===== src/rtl/sorted_linked_list_manager_unit_assert.svh =====
// Assertion helpers for the list manager.
`ifndef SORTED_LINKED_LIST_MANAGER_UNIT_ASSERT_SVH
`define SORTED_LINKED_LIST_MANAGER_UNIT_ASSERT_SVH

// Same-cycle implication, checked out of reset.
`define SLLM_ASSERT_IMP(lbl, ante, cons, msg) \
  lbl: assert property (@(posedge clk_i) disable iff (!rst_ni) (ante) |-> (cons)) \
    else $error(msg);

// Next-cycle implication, checked out of reset.
`define SLLM_ASSERT_NXT(lbl, ante, cons, msg) \
  lbl: assert property (@(posedge clk_i) disable iff (!rst_ni) (ante) |=> (cons)) \
    else $error(msg);

`endif


===== src/rtl/sllm_pkg.sv =====
package sllm_pkg;

  // Field widths of the two channels
  localparam int KIND_W     = 3;
  localparam int LIST_ID_W  = 3;
  localparam int NODE_ID_W  = 6;
  localparam int SORT_KEY_W = 32;
  localparam int STATUS_W   = 2;
  localparam int RES_LIST_W = 3;
  localparam int ITEM_CNT_W = 7;

  // Operation codes
  localparam logic [KIND_W-1:0] KIND_INIT_LIST = 3'd0;
  localparam logic [KIND_W-1:0] KIND_INIT_NODE = 3'd1;
  localparam logic [KIND_W-1:0] KIND_APPEND    = 3'd2;
  localparam logic [KIND_W-1:0] KIND_SORTED    = 3'd3;
  localparam logic [KIND_W-1:0] KIND_REMOVE    = 3'd4;

  // Status codes
  localparam logic [STATUS_W-1:0] STAT_OK       = 2'd0;
  localparam logic [STATUS_W-1:0] STAT_ATTACHED = 2'd1;
  localparam logic [STATUS_W-1:0] STAT_DETACHED = 2'd2;

  typedef struct packed {
    logic [KIND_W-1:0]     kind;
    logic [LIST_ID_W-1:0]  list_id;
    logic [NODE_ID_W-1:0]  node_id;
    logic [SORT_KEY_W-1:0] sort_key;
  } sllm_in_t;

  typedef struct packed {
    logic [STATUS_W-1:0]   status;
    logic [RES_LIST_W-1:0] result_list;
    logic [ITEM_CNT_W-1:0] item_count;
  } sllm_out_t;

  typedef enum logic [3:0] {
    S_CLR,
    S_IDLE,
    S_FETCH,
    S_SWP,
    S_DEC,
    S_GCNT,
    S_UNL,
    S_AT,
    S_AFT,
    S_WLK0,
    S_WLK,
    S_LNK1,
    S_LNK2,
    S_RESP
  } sllm_state_e;

endpackage


===== src/rtl/sllm_ram.sv =====
// Simple dual-port RAM: one write port, one registered read port.
module sllm_ram #(
  parameter int WIDTH = 8,
  parameter int DEPTH = 16
) (
  input  logic                                  clk_i,
  input  logic                                  we_i,
  input  logic [((DEPTH > 1) ? $clog2(DEPTH) : 1)-1:0] waddr_i,
  input  logic [WIDTH-1:0]                      wdata_i,
  input  logic [((DEPTH > 1) ? $clog2(DEPTH) : 1)-1:0] raddr_i,
  output logic [WIDTH-1:0]                      rdata_o
);

  logic [WIDTH-1:0] mem_q [DEPTH];
  logic [WIDTH-1:0] rdata_q;

  // Write, and registered read (old data on a same-address collision)
  always_ff @(posedge clk_i) begin
    if (we_i) begin
      mem_q[waddr_i] <= wdata_i;
    end
    rdata_q <= mem_q[raddr_i];
  end

  assign rdata_o = rdata_q;

endmodule


===== src/rtl/sorted_linked_list_manager_unit.sv =====
// Channel | Direction | Handshake              | Payload
// in      | input     | in_valid_i / in_stall_o | in_data_i  (sllm_in_t)
// out     | output    | out_valid_o / out_stall_i | out_data_o (sllm_out_t)
//
// One operation at a time. Init list sweeps the owner store.
// Sorted insert walks the list one link per cycle.
// After each operation the unit returns to idle before it takes the next.
// After reset a clearing pass over all link, owner, count and cursor entries runs before input is taken.
// A stalled result sits in the output register; the next operation is taken meanwhile.
`include "sorted_linked_list_manager_unit_assert.svh"

module sorted_linked_list_manager_unit
  import sllm_pkg::*;
#(
  parameter int NODE_COUNT = 64,
  parameter int LIST_COUNT = 8,
  parameter int KEY_BITS   = 32
) (
  input  logic      clk_i,
  input  logic      rst_ni,
  input  logic      in_valid_i,
  input  sllm_in_t  in_data_i,
  output logic      in_stall_o,
  output logic      out_valid_o,
  output sllm_out_t out_data_o,
  input  logic      out_stall_i
);

  localparam int SLOT_COUNT = NODE_COUNT + LIST_COUNT;
  localparam int SLOT_W     = $clog2(SLOT_COUNT);
  localparam int NODE_W     = $clog2(NODE_COUNT);
  localparam int LIST_W     = (LIST_COUNT > 1) ? $clog2(LIST_COUNT) : 1;
  localparam int OWN_W      = $clog2(LIST_COUNT + 1);
  localparam int CNT_W      = $clog2(NODE_COUNT + 1);
  localparam int IDX_W      = $clog2(SLOT_COUNT + 1);

  sllm_state_e state_q, state_d;

  logic [IDX_W-1:0]    idx_q, idx_d;
  logic [KIND_W-1:0]   kind_q;
  logic [LIST_W-1:0]   l_q;
  logic [NODE_W-1:0]   n_q;
  logic [KEY_BITS-1:0] key_q;
  logic [SLOT_W-1:0]   at_q, at_d;
  logic [SLOT_W-1:0]   after_q, after_d;
  logic [SLOT_W-1:0]   x_q, x_d;
  logic [STATUS_W-1:0] res_status_q, res_status_d;
  logic [LIST_W-1:0]   res_list_q, res_list_d;
  logic [CNT_W-1:0]    res_cnt_q, res_cnt_d;
  logic                out_valid_q;
  sllm_out_t           out_q;
  logic                out_load;
  logic                in_fire;

  // Memory ports
  logic                nxt_we, prv_we, key_we, own_we, cnt_we, cur_we;
  logic [SLOT_W-1:0]   nxt_waddr, nxt_wdata, nxt_raddr, nxt_rd;
  logic [SLOT_W-1:0]   prv_waddr, prv_wdata, prv_raddr, prv_rd;
  logic [NODE_W-1:0]   key_waddr, key_raddr;
  logic [KEY_BITS-1:0] key_wdata, key_rd;
  logic [NODE_W-1:0]   own_waddr, own_raddr;
  logic [OWN_W-1:0]    own_wdata, own_rd;
  logic [LIST_W-1:0]   cnt_waddr, cnt_raddr;
  logic [CNT_W-1:0]    cnt_wdata, cnt_rd;
  logic [LIST_W-1:0]   cur_waddr, cur_raddr;
  logic [SLOT_W-1:0]   cur_wdata, cur_rd;

  // Derived indices
  logic [SLOT_W-1:0]   sent_slot, n_slot;
  logic [LIST_W-1:0]   own_lst;
  logic [OWN_W-1:0]    l_tag;
  logic [CNT_W-1:0]    cnt_inc, cnt_dec;

  // Index reduction tables for list_id and node_id
  logic [LIST_W-1:0] list_mod [2**LIST_ID_W];
  logic [NODE_W-1:0] node_mod [2**NODE_ID_W];

  for (genvar g = 0; g < 2**LIST_ID_W; g++) begin : g_list_mod
    assign list_mod[g] = LIST_W'(g % LIST_COUNT);
  end
  for (genvar g = 0; g < 2**NODE_ID_W; g++) begin : g_node_mod
    assign node_mod[g] = NODE_W'(g % NODE_COUNT);
  end

  assign in_fire   = in_valid_i && (state_q == S_IDLE);
  assign in_stall_o = (state_q != S_IDLE);

  assign sent_slot = SLOT_W'(NODE_COUNT) + SLOT_W'(l_q);
  assign n_slot    = SLOT_W'(n_q);
  assign own_lst   = LIST_W'(own_rd - OWN_W'(1));
  assign l_tag     = OWN_W'(l_q) + OWN_W'(1);
  assign cnt_inc   = cnt_rd + CNT_W'(1);
  assign cnt_dec   = (cnt_rd != '0) ? (cnt_rd - CNT_W'(1)) : '0;

  // Link, key, owner, count and cursor stores
  sllm_ram #(.WIDTH(SLOT_W), .DEPTH(SLOT_COUNT)) u_nxt_ram (
    .clk_i, .we_i(nxt_we), .waddr_i(nxt_waddr), .wdata_i(nxt_wdata),
    .raddr_i(nxt_raddr), .rdata_o(nxt_rd)
  );
  sllm_ram #(.WIDTH(SLOT_W), .DEPTH(SLOT_COUNT)) u_prv_ram (
    .clk_i, .we_i(prv_we), .waddr_i(prv_waddr), .wdata_i(prv_wdata),
    .raddr_i(prv_raddr), .rdata_o(prv_rd)
  );
  sllm_ram #(.WIDTH(KEY_BITS), .DEPTH(NODE_COUNT)) u_key_ram (
    .clk_i, .we_i(key_we), .waddr_i(key_waddr), .wdata_i(key_wdata),
    .raddr_i(key_raddr), .rdata_o(key_rd)
  );
  sllm_ram #(.WIDTH(OWN_W), .DEPTH(NODE_COUNT)) u_own_ram (
    .clk_i, .we_i(own_we), .waddr_i(own_waddr), .wdata_i(own_wdata),
    .raddr_i(own_raddr), .rdata_o(own_rd)
  );
  sllm_ram #(.WIDTH(CNT_W), .DEPTH(LIST_COUNT)) u_cnt_ram (
    .clk_i, .we_i(cnt_we), .waddr_i(cnt_waddr), .wdata_i(cnt_wdata),
    .raddr_i(cnt_raddr), .rdata_o(cnt_rd)
  );
  sllm_ram #(.WIDTH(SLOT_W), .DEPTH(LIST_COUNT)) u_cur_ram (
    .clk_i, .we_i(cur_we), .waddr_i(cur_waddr), .wdata_i(cur_wdata),
    .raddr_i(cur_raddr), .rdata_o(cur_rd)
  );

  // Sequencer: next state, memory controls and result capture
  always_comb begin
    state_d      = state_q;
    idx_d        = idx_q;
    at_d         = at_q;
    after_d      = after_q;
    x_d          = x_q;
    res_status_d = res_status_q;
    res_list_d   = res_list_q;
    res_cnt_d    = res_cnt_q;
    out_load     = 1'b0;
    nxt_we = 1'b0; nxt_waddr = '0; nxt_wdata = '0; nxt_raddr = '0;
    prv_we = 1'b0; prv_waddr = '0; prv_wdata = '0; prv_raddr = '0;
    key_we = 1'b0; key_waddr = '0; key_wdata = '0; key_raddr = '0;
    own_we = 1'b0; own_waddr = '0; own_wdata = '0; own_raddr = '0;
    cnt_we = 1'b0; cnt_waddr = '0; cnt_wdata = '0; cnt_raddr = '0;
    cur_we = 1'b0; cur_waddr = '0; cur_wdata = '0; cur_raddr = '0;

    case (state_q)
      // Post-reset pass: self links, owners detached, counts and cursors reset
      S_CLR: begin
        nxt_we    = 1'b1;
        nxt_waddr = SLOT_W'(idx_q);
        nxt_wdata = SLOT_W'(idx_q);
        prv_we    = 1'b1;
        prv_waddr = SLOT_W'(idx_q);
        prv_wdata = SLOT_W'(idx_q);
        if (idx_q < IDX_W'(NODE_COUNT)) begin
          own_we    = 1'b1;
          own_waddr = NODE_W'(idx_q);
        end
        if (idx_q < IDX_W'(LIST_COUNT)) begin
          cnt_we    = 1'b1;
          cnt_waddr = LIST_W'(idx_q);
          cur_we    = 1'b1;
          cur_waddr = LIST_W'(idx_q);
          cur_wdata = SLOT_W'(NODE_COUNT) + SLOT_W'(idx_q);
        end
        if (idx_q == IDX_W'(SLOT_COUNT - 1)) begin
          idx_d   = '0;
          state_d = S_IDLE;
        end else begin
          idx_d = idx_q + IDX_W'(1);
        end
      end

      S_IDLE: begin
        if (in_fire) begin
          state_d = S_FETCH;
        end
      end

      // First reads; init list resets the list head here
      S_FETCH: begin
        own_raddr    = n_q;
        cnt_raddr    = l_q;
        cur_raddr    = l_q;
        prv_raddr    = sent_slot;
        res_list_d   = l_q;
        res_status_d = STAT_OK;
        if (kind_q == KIND_INIT_LIST) begin
          nxt_we    = 1'b1;
          nxt_waddr = sent_slot;
          nxt_wdata = sent_slot;
          prv_we    = 1'b1;
          prv_waddr = sent_slot;
          prv_wdata = sent_slot;
          cnt_we    = 1'b1;
          cnt_waddr = l_q;
          cur_we    = 1'b1;
          cur_waddr = l_q;
          cur_wdata = sent_slot;
          res_cnt_d = '0;
          idx_d     = '0;
          state_d   = S_SWP;
        end else begin
          state_d = S_DEC;
        end
      end

      // Sweep the owner store, detaching every node of the list
      S_SWP: begin
        own_raddr = NODE_W'(idx_q);
        if ((idx_q != '0) && (own_rd == l_tag)) begin
          own_we    = 1'b1;
          own_waddr = NODE_W'(idx_q - IDX_W'(1));
        end
        if (idx_q == IDX_W'(NODE_COUNT)) begin
          idx_d   = '0;
          state_d = S_RESP;
        end else begin
          idx_d = idx_q + IDX_W'(1);
        end
      end

      // Decode on owner, count and cursor of the target
      S_DEC: begin
        res_cnt_d = cnt_rd;
        case (kind_q)
          KIND_INIT_NODE, KIND_REMOVE: begin
            if (own_rd == '0) begin
              res_status_d = (kind_q == KIND_REMOVE) ? STAT_DETACHED : STAT_OK;
              state_d      = S_RESP;
            end else begin
              res_list_d = own_lst;
              own_we     = 1'b1;
              own_waddr  = n_q;
              prv_raddr  = n_slot;
              nxt_raddr  = n_slot;
              cnt_raddr  = own_lst;
              cur_raddr  = own_lst;
              state_d    = S_UNL;
            end
          end
          KIND_APPEND, KIND_SORTED: begin
            if (own_rd != '0) begin
              res_status_d = STAT_ATTACHED;
              res_list_d   = own_lst;
              cnt_raddr    = own_lst;
              state_d      = S_GCNT;
            end else begin
              key_we    = 1'b1;
              key_waddr = n_q;
              key_wdata = key_q;
              own_we    = 1'b1;
              own_waddr = n_q;
              own_wdata = l_tag;
              cnt_we    = 1'b1;
              cnt_waddr = l_q;
              cnt_wdata = cnt_inc;
              res_cnt_d = cnt_inc;
              if (kind_q == KIND_APPEND) begin
                prv_raddr = cur_rd;
                state_d   = S_AT;
              end else if (key_q == '1) begin
                // tail key: link after the last node
                at_d      = prv_rd;
                nxt_raddr = prv_rd;
                state_d   = S_AFT;
              end else begin
                at_d      = sent_slot;
                nxt_raddr = sent_slot;
                state_d   = S_WLK0;
              end
            end
          end
          default: begin
            state_d = S_RESP;
          end
        endcase
      end

      // Count of the list holding an attached node
      S_GCNT: begin
        res_cnt_d = cnt_rd;
        state_d   = S_RESP;
      end

      // Unlink: bridge neighbours, pull cursor back if it is on the node, decrement count
      S_UNL: begin
        nxt_we    = 1'b1;
        nxt_waddr = prv_rd;
        nxt_wdata = nxt_rd;
        prv_we    = 1'b1;
        prv_waddr = nxt_rd;
        prv_wdata = prv_rd;
        if (cur_rd == n_slot) begin
          cur_we    = 1'b1;
          cur_waddr = res_list_q;
          cur_wdata = prv_rd;
        end
        cnt_we    = 1'b1;
        cnt_waddr = res_list_q;
        cnt_wdata = cnt_dec;
        res_cnt_d = cnt_dec;
        state_d   = S_RESP;
      end

      // Append: insertion point is the link before the cursor
      S_AT: begin
        at_d      = prv_rd;
        nxt_raddr = prv_rd;
        state_d   = S_AFT;
      end

      S_AFT: begin
        after_d = nxt_rd;
        state_d = S_LNK1;
      end

      // Walk start: first link after the sentinel
      S_WLK0: begin
        x_d       = nxt_rd;
        key_raddr = NODE_W'(nxt_rd);
        nxt_raddr = nxt_rd;
        state_d   = S_WLK;
      end

      // Walk: one link per cycle while the next key is not above ours
      S_WLK: begin
        if ((x_q < SLOT_W'(NODE_COUNT)) && (key_rd <= key_q)) begin
          at_d      = x_q;
          x_d       = nxt_rd;
          key_raddr = NODE_W'(nxt_rd);
          nxt_raddr = nxt_rd;
        end else begin
          after_d = x_q;
          state_d = S_LNK1;
        end
      end

      // Link the node between at and after
      S_LNK1: begin
        nxt_we    = 1'b1;
        nxt_waddr = n_slot;
        nxt_wdata = after_q;
        prv_we    = 1'b1;
        prv_waddr = after_q;
        prv_wdata = n_slot;
        state_d   = S_LNK2;
      end

      S_LNK2: begin
        prv_we    = 1'b1;
        prv_waddr = n_slot;
        prv_wdata = at_q;
        nxt_we    = 1'b1;
        nxt_waddr = at_q;
        nxt_wdata = n_slot;
        state_d   = S_RESP;
      end

      // Hand the result to the output register once it is free
      S_RESP: begin
        if (!out_valid_q || !out_stall_i) begin
          out_load = 1'b1;
          state_d  = S_IDLE;
        end
      end

      default: begin
        state_d = S_IDLE;
      end
    endcase
  end

  // Control registers
  always_ff @(posedge clk_i or negedge rst_ni) begin
    if (!rst_ni) begin
      state_q     <= S_CLR;
      idx_q       <= '0;
      out_valid_q <= 1'b0;
    end else begin
      state_q <= state_d;
      idx_q   <= idx_d;
      if (out_load) begin
        out_valid_q <= 1'b1;
      end else if (!out_stall_i) begin
        out_valid_q <= 1'b0;
      end
    end
  end

  // Operand and result registers
  always_ff @(posedge clk_i) begin
    if (in_fire) begin
      kind_q <= in_data_i.kind;
      l_q    <= list_mod[in_data_i.list_id];
      n_q    <= node_mod[in_data_i.node_id];
      key_q  <= KEY_BITS'(in_data_i.sort_key);
    end
    at_q         <= at_d;
    after_q      <= after_d;
    x_q          <= x_d;
    res_status_q <= res_status_d;
    res_list_q   <= res_list_d;
    res_cnt_q    <= res_cnt_d;
    if (out_load) begin
      out_q.status      <= res_status_q;
      out_q.result_list <= RES_LIST_W'(res_list_q);
      out_q.item_count  <= ITEM_CNT_W'(res_cnt_q);
    end
  end

  assign out_valid_o = out_valid_q;
  assign out_data_o  = out_q;

  // Checks
  `SLLM_ASSERT_IMP(a_walk_skips_new_node, state_q == S_WLK, x_q != n_slot,
                   "walk reached the node being inserted")
  `SLLM_ASSERT_NXT(a_resp_waits, (state_q == S_RESP) && out_valid_q && out_stall_i,
                   state_q == S_RESP, "result dropped while output stalled")
  `SLLM_ASSERT_IMP(a_clr_bound, state_q == S_CLR, idx_q < IDX_W'(SLOT_COUNT),
                   "clearing pass ran past the link store")

endmodule

===== config.mk =====
export PLATFORM = sky130hd
export DESIGN_NAME = sorted_linked_list_manager_unit
export DESIGN_NICKNAME = d
export VERILOG_FILES = /design/src/rtl/sllm_pkg.sv /design/src/rtl/sllm_ram.sv /design/src/rtl/sorted_linked_list_manager_unit.sv
export VERILOG_INCLUDE_DIRS = /design/src /design/src/rtl
export SDC_FILE = /design/constraint.sdc
export NUM_CORES = 2
export LEC_CHECK = 0
export BUFFER_PORTS_ARGS = -buffer_cell sky130_fd_sc_hd__buf_2
export CAP_MARGIN = 20
export CORE_MARGIN = 5
export CORE_UTILIZATION = 47
export DETAILED_ROUTE_END_ITERATION = 8
export GPL_TIMING_DRIVEN = 0
export PLACE_DENSITY = 0.75
export SLEW_MARGIN = 5
export SYNTH_ARGS = -nofsm -noshare
export SYNTH_HDL_FRONTEND = slang
export SYNTH_HIERARCHICAL = 1
export SYNTH_SLANG_ARGS = --single-unit
export TNS_END_PERCENT = 1

===== constraint.sdc =====
create_clock -name clk_i -period 5.1 [get_ports clk_i]
set_clock_uncertainty 0.1 [all_clocks]
set_input_delay 0.255 -clock clk_i [delete_from_list [all_inputs] [get_ports clk_i]]
set_output_delay 0.255 -clock clk_i [all_outputs]
set_load 0.01 [all_outputs]

Word-level counts from Yosys, hierarchy flattened
Memory sizes are Yosys's and may differ from the RTL's. A register that Yosys moved wholly into a read port is not among the register bits.
Index checks and enable logic that the tools add are counted.

storage, ports and cells
  RAM bits = 3424
  memories kept = 8
  ROM bits = 408
  output and inout port bits = 14
  register bits after elaboration = 92

memories
  memory           depth  width  read ports  clocked after memory_dff  write ports  line                                    text
  u_key_ram.mem_q  64     32     1           1                         1            sllm_ram.sv:14                          logic [WIDTH-1:0] mem_q [DEPTH];
  u_nxt_ram.mem_q  72     7      1           1                         1            sllm_ram.sv:14
  u_prv_ram.mem_q  72     7      1           1                         1            sllm_ram.sv:14
  (no name shown)  64     6      1           1                         0            sorted_linked_list_manager_unit.sv:389  n_q <= node_mod[in_data_i.node_id];
  u_own_ram.mem_q  64     4      1           1                         1            sllm_ram.sv:14
  u_cnt_ram.mem_q  8      7      1           1                         1            sllm_ram.sv:14
  2 more memories  --     --     --          --                        --           --

cells by class
  equality and inequality tests = 38
  bitwise gates (word level) = 2
  $add $sub $neg = 8
  reductions and logical operators = 30
  mux-type cells = 116
  $lt $le $gt $ge = 4

operator list
  kind                  count
  $mux 7                23
  $mux 32               3
  $pmux 7 s2            6
  $pmux 7 s5            2
  $pmux 7 s3            3
  $pmux 7 s4            2
  $mux 6                8
  $pmux 4 s12           1
  $mux 4                11
  $pmux 6 s2            3
  $mux 3                11
  $eq 32x32->1 const B  1
  $le 32x32->1          1
  $pmux 3 s2            5
  $eq 4x4->1 const B    6
  $mux 1                24
  $ne 2x2->1 const B    10
  $pmux 6 s3            1
  $eq 4x3->1 const B    4
  $add 7x1->7 const B   2
  $eq 7x7->1 const B    2
  $lt 7x7->1 const B    2
  $reduce_bool 7->1     2
  $pmux 3 s4            1
  41 further kinds      64

Longest topological paths before layout
  depth in word-level cells = 7
  mapped depth = 20
  depth with buffers taken out = 14

Hierarchy
Netlist, hierarchy kept.

modules (own cells, without submodules)
  module                           cells each  area an instance (µm²)  times used
  sllm_ram (u_key_ram)             3511        79039.6                 1
  sllm_ram (u_nxt_ram ...)         927         19827.8                 2
  sllm_ram (u_own_ram)             521         10407.5                 1
  sorted_linked_list_manager_unit  744         6801.5                  1
  sllm_ram (u_cnt_ram ...)         101         2366.0                  2

Worst setup path before layout
Ideal clock, no wire load.

  path type = reg-to-reg
  start point = reg state_q[0]
  end point = mem u_nxt_ram/mem_q[28][0] (netlist bit), enable pin
  path slack = 0.109 ns
  period minus slack after synthesis = 4.991 ns
  arrival = 4.511 ns
  stages on the path, launching flop included = 9
  buffers on the path = 2
  path through = dfrtp_1 buf_2 nand2b_1 or2_2 clkbuf_1 o211ai_1 and3_1 nand3_1 nor3_1

RTL lines
  what                                      line                                    text
  start, declared                           sorted_linked_list_manager_unit.sv:37   sllm_state_e state_q, state_d;
  start signal, assigned                    sorted_linked_list_manager_unit.sv:374  state_q <= state_d;
  $eq 4x4->1, or another cell as far along  sorted_linked_list_manager_unit.sv:139  case (state_q)
  $pmux 7 s5 (*)                            sorted_linked_list_manager_unit.sv:139
  named net nxt_waddr[4]                    sorted_linked_list_manager_unit.sv:57   logic [SLOT_W-1:0] nxt_waddr, nxt_wdata, nxt_raddr, nxt_rd;
  end, declared                             sllm_ram.sv:14

The timed path passes the listed nets; every way through them passes the cells marked *.

Worst setup path after layout
  start point = reg key_q[22]
  end point = reg u_key_ram.rdata_q[16], in the netlist u_key_ram/rdata_o[16], read port of u_key_ram.mem_q

between the ends
  longest elaborated chain between the ends = 4

ends and longest elaborated chain
  what                    line                                    text
  start, declared         sorted_linked_list_manager_unit.sv:43   logic [KEY_BITS-1:0] key_q;
  start signal, assigned  sorted_linked_list_manager_unit.sv:390  key_q <= KEY_BITS'(in_data_i.sort_key);
  $le 32x32->1            sorted_linked_list_manager_unit.sv:321  if ((x_q < SLOT_W'(NODE_COUNT)) && (key_rd <= key_q)) begin
  $logic_and 1x1->1       sorted_linked_list_manager_unit.sv:321
  $mux 6                  sorted_linked_list_manager_unit.sv:321
  $pmux 6 s2              sorted_linked_list_manager_unit.sv:139
  named net key_raddr[2]  sorted_linked_list_manager_unit.sv:59   logic [NODE_W-1:0] key_waddr, key_raddr;
  end, declared           sllm_ram.sv:15                          logic [WIDTH-1:0] rdata_q;

The timed path passes the listed nets, and every way through them passes these cells.
A chain may end at the register's enable or synchronous reset.

==> metrics.csv <==
stage,metric,value,unit
outcome,status,finished with violations,
outcome,violations,setup timing,
placement,gp_congestion,0.955,
synth,syn_area,141000,sq um
grt,grt_pass1_wl,561,mm
timing,finalSetupViolCount,113,
setup_path,crit_path_start,key_q[22]$_DFFE_PP_,
timing,hold_viol_final,0,
grt,grt_overflow,0,
power,peakVddDrop,0.419,mV
timing,rsz0062_at_grt,yes,
timing,fin_crit,5.54,ns
placement,placedCellCount,10972,
floorplanning,dieWidth,557,microns
setup_path,r2r_start,key_q[22]$_DFFE_PP_,
power,p_leak,44.9,nW
floorplanning,start_util,47.3,%
hold_path,hold_start,out_stall_i,
routing,drc,0,
setup_path,cp-start-kind,flip-flop,
routing,drt_iter0_markers,12070,
synth,synth_seq_cells,3589,
flow_run,cap_violations,0,
grt,globalRouteTotalUtil,25.2,%
grt,grt_pass1_vias,77259,
clocking,clock_latency,0.93,ns
setup_path,r2r_setup_slack,-0.44,ns
synth,synth-seq-area-share,76.1,%
setup_path,worstPathRequired,5.79,ns
power,netSwitchingFraction,29.1,%
floorplanning,dieArea,310000,sq um
placement,port_buffers,61,
power,p_per_area,468,nW/um^2
setup_path,crit_fanout,10,
timing,worstMarginPinSlew,1.14,ns
grt,antenna_found_initial,17,
floorplanning,boundaryPins,62,
clocking,clock_path_buffers,4,
power,pwr-share-clk,34.5,%
routing,routedWlPerCell,33.8,microns
setup_path,timing.rr.end,u_key_ram/rdata_o[16]$_DFF_P_,
setup_path,endpoint,u_key_ram/rdata_o[16]$_DFF_P_,
clocking,clockRootBuffer,clkbuf_16,
timing,fin_ws,-0.436,ns
routing,drt_first_pass_iters,8,
timing,drv_slew,0,
placement,dpl.hpwl,251,mm
power,total_power,76.6,mW
synth,synth.distinct_cells,95,
synth,synth-warning-count,6,
floorplanning,die_height,557,microns
clocking,cts.sinks,3589,
setup_path,crit_type,flip-flop to flip-flop,
clocking,cts_tree,built,
synth,syn_inst,6832,
timing,max_slew_margin,23.2,%
power,seqPwrFrac,44.4,%
timing,fin_crit_sh,109,%
hold_path,min_path_type,input port to flip-flop,
timing,tns,-10.33,ns
power,switchingPower,22.3,mW
timing,fmax,0.181,GHz
setup_path,setup.worst_path.end_class,flip-flop,
setup_path,crit_arrival,6.22,ns
layout,syn_to_final_growth,16.5,%
clocking,cts_buffers,354,
synth,syn_area_per_cell,20.6,sq um
routing,wirelength,398,mm
power,p_int,54.3,mW
routing,vias_per_cell,6.58,
synth,synth_flop_cell,edfxtp_1,
clocking,cts.clk_slew.worst_paths,0.06,ns
floorplanning,rows,200,
clocking,h-tree-depth,5,
routing,vias,77353,
floorplanning,core,298000,sq um
synth,synth_edf_count,3513,
synth,async_flop_share,0.334,%
power,p_comb_share,21.1,%
layout,layout.nets,7591,
layout,drive_gt1_share,27.3,%
setup_path,reg2reg_depth,18,
grt,grt_max_degree,80,
layout,fin_cells,11752,
routing,ant_nets,0,
synth,syn_nets,6921,
placement,dp_slack,-2.29,ns
layout make-up:
type	count	area [sq um]
antenna	13	32.5
buffer	357	3020
clock buffer	434	9410
clock inverter	220	2310
fill	21007	134000
inverter	65	251
multi-input combinational	2816	32700
sequential	3589	107000
tap	3939	4930
timing repair buffer	319	4140
cells in the final DEF (no fill, tap or decap), drive strengths merged, types with 73 or more instances in the layout:
cell         count
a21oi           86
mux2i          233
dlygate4sd3     92
clkinv         157
edfxtp        3513
nor2           421
o21ai           87
inv             73
nand3           91
mux4           791
buf            447
clkbuf         570
nand2          187
a22oi          204
kinds of logic after synthesis:
| kind of cell | synth area share (%) |
|---|---|
| xor+xnor | 0.125 |
| simple gates | 3.33 |
| mux | 14.7 |
| compound gates | 3.58 |
| buf+inv | 1.78 |
| flops | 76.1 |
| fa+ha+maj | 0.365 |
power by group through the flow:
stage	logic [mW]	registers [mW]	clock network (mW)
global placement	14.0	34.8	0
CTS	15.2	34.0	26.6
global route	16.6	34.0	28.0
detailed placement	14.5	34.6	0
floorplan	8.84	34.5	0
finish	16.2	34.0	26.4
how the worst min path moves through the flow:
| stage | cells past startpoint | slack [ns] | to |
|---|---|---|---|
| 5_1_grt | 4 | 0.18 | out_valid_o$_DFFE_PN0P_ |
| 2_1_floorplan | 0 | -0.14 | idx_q[0]$_DFFE_PN0P_ |
| 4_1_cts | 4 | 0.11 | out_valid_o$_DFFE_PN0P_ |
| 3_5_place_dp | 1 | 0.07 | out_valid_o$_DFFE_PN0P_ |
| 3_3_place_gp | 1 | 0.07 | out_valid_o$_DFFE_PN0P_ |
| 6_report | 4 | 0.18 | out_valid_o$_DFFE_PN0P_ |
critical path, cell delays in order (launching register included):
cell and delay, ns:
edfxtp_1 0.44, inv_2 0.22, ha_1 0.28, nand4_1 0.18, nor3_1 0.09, a22oi_1 0.19
nor4b_4 0.68, buf_6 0.27, a31oi_4 0.16, buf_4 0.22, nor2_1 0.22, buf_6 0.22
clkbuf_4 0.30, and2_2 0.48, clkbuf_4 0.45, a22oi_2 0.18, o211ai_1 0.14, o21ai_0 0.16
nor2_1 0.36
repair_timing:
item / 4_1_cts / 5_1_grt
resized for setup: 339 / 239
setup endpoints to repair: 842 / 1187
pin swaps: 16 / 28
setup buffers: 8 / 13
hold endpoints to repair: 115 / 0
hold buffers: 92 / 0
synthesized netlist by cell type (12+ instances only):
cell	instances	share of area [%]
buf_2	100	0.36
nand4_1	29	0.13
dfrtp_1	12	0.21
nand3_1	91	0.32
mux4_1	57	1.1
nor3_1	42	0.15
a31oi_1	25	0.11
buf_6	47	0.38
edfxtp_1	3513	75
and3_1	13	0.058
mux2_2	26	0.21
mux4_2	734	12
o21ai_0	87	0.31
o22ai_1	70	0.31
dfxtp_1	64	0.91
mux2i_1	233	1.7
ha_1	41	0.36
a211oi_1	27	0.14
and2_1	16	0.071
o211ai_1	39	0.21
nand3b_1	22	0.12
nor2b_1	50	0.22
a311o_1	18	0.13
nor2_1	419	1.1
buf_1	26	0.069
inv_1	63	0.17
o22a_1	13	0.081
a21o_1	12	0.064
buf_4	36	0.19
a22o_1	23	0.14
a22oi_1	204	1.1
a21oi_1	84	0.30
nand2b_1	44	0.20
clkbuf_1	130	0.35
o221ai_1	22	0.14
nand2_1	187	0.50
state kept, by name, indices dropped and copies added, names as in the netlist, 32 cells and up:
name / flops
key_q: 32
u_cnt_ram/mem_q: 56
u_cur_ram/mem_q: 56
u_key_ram/mem_q: 2048
u_key_ram/rdata_o: 32
u_nxt_ram/mem_q: 504
u_own_ram/mem_q: 256
u_prv_ram/mem_q: 504
routing by layer:
metal / track usage, % / share of wire, % / wire (microns)
met1: 31.8 / 33 / 131000
met2: 39.0 / 46 / 183000
met3: 7.76 / 14 / 56000
met4: 14.0 / 6.9 / 27600
met5: 0 / 0.028 / 111
through the flow:
stage / utilization, % / hold WS [ns] / instance area, sq um
floorplan: - / -0.141 / 141000
global placement: 49.0 / 0.0723 / 146000
detailed placement: 50.2 / 0.0718 / 149000
CTS: 54.8 / 0.107 / 163000
global route: 55.1 / 0.183 / 164000
finish: 55.1 / 0.180 / 164000
Note: power is estimated with default switching activity, not from simulation.
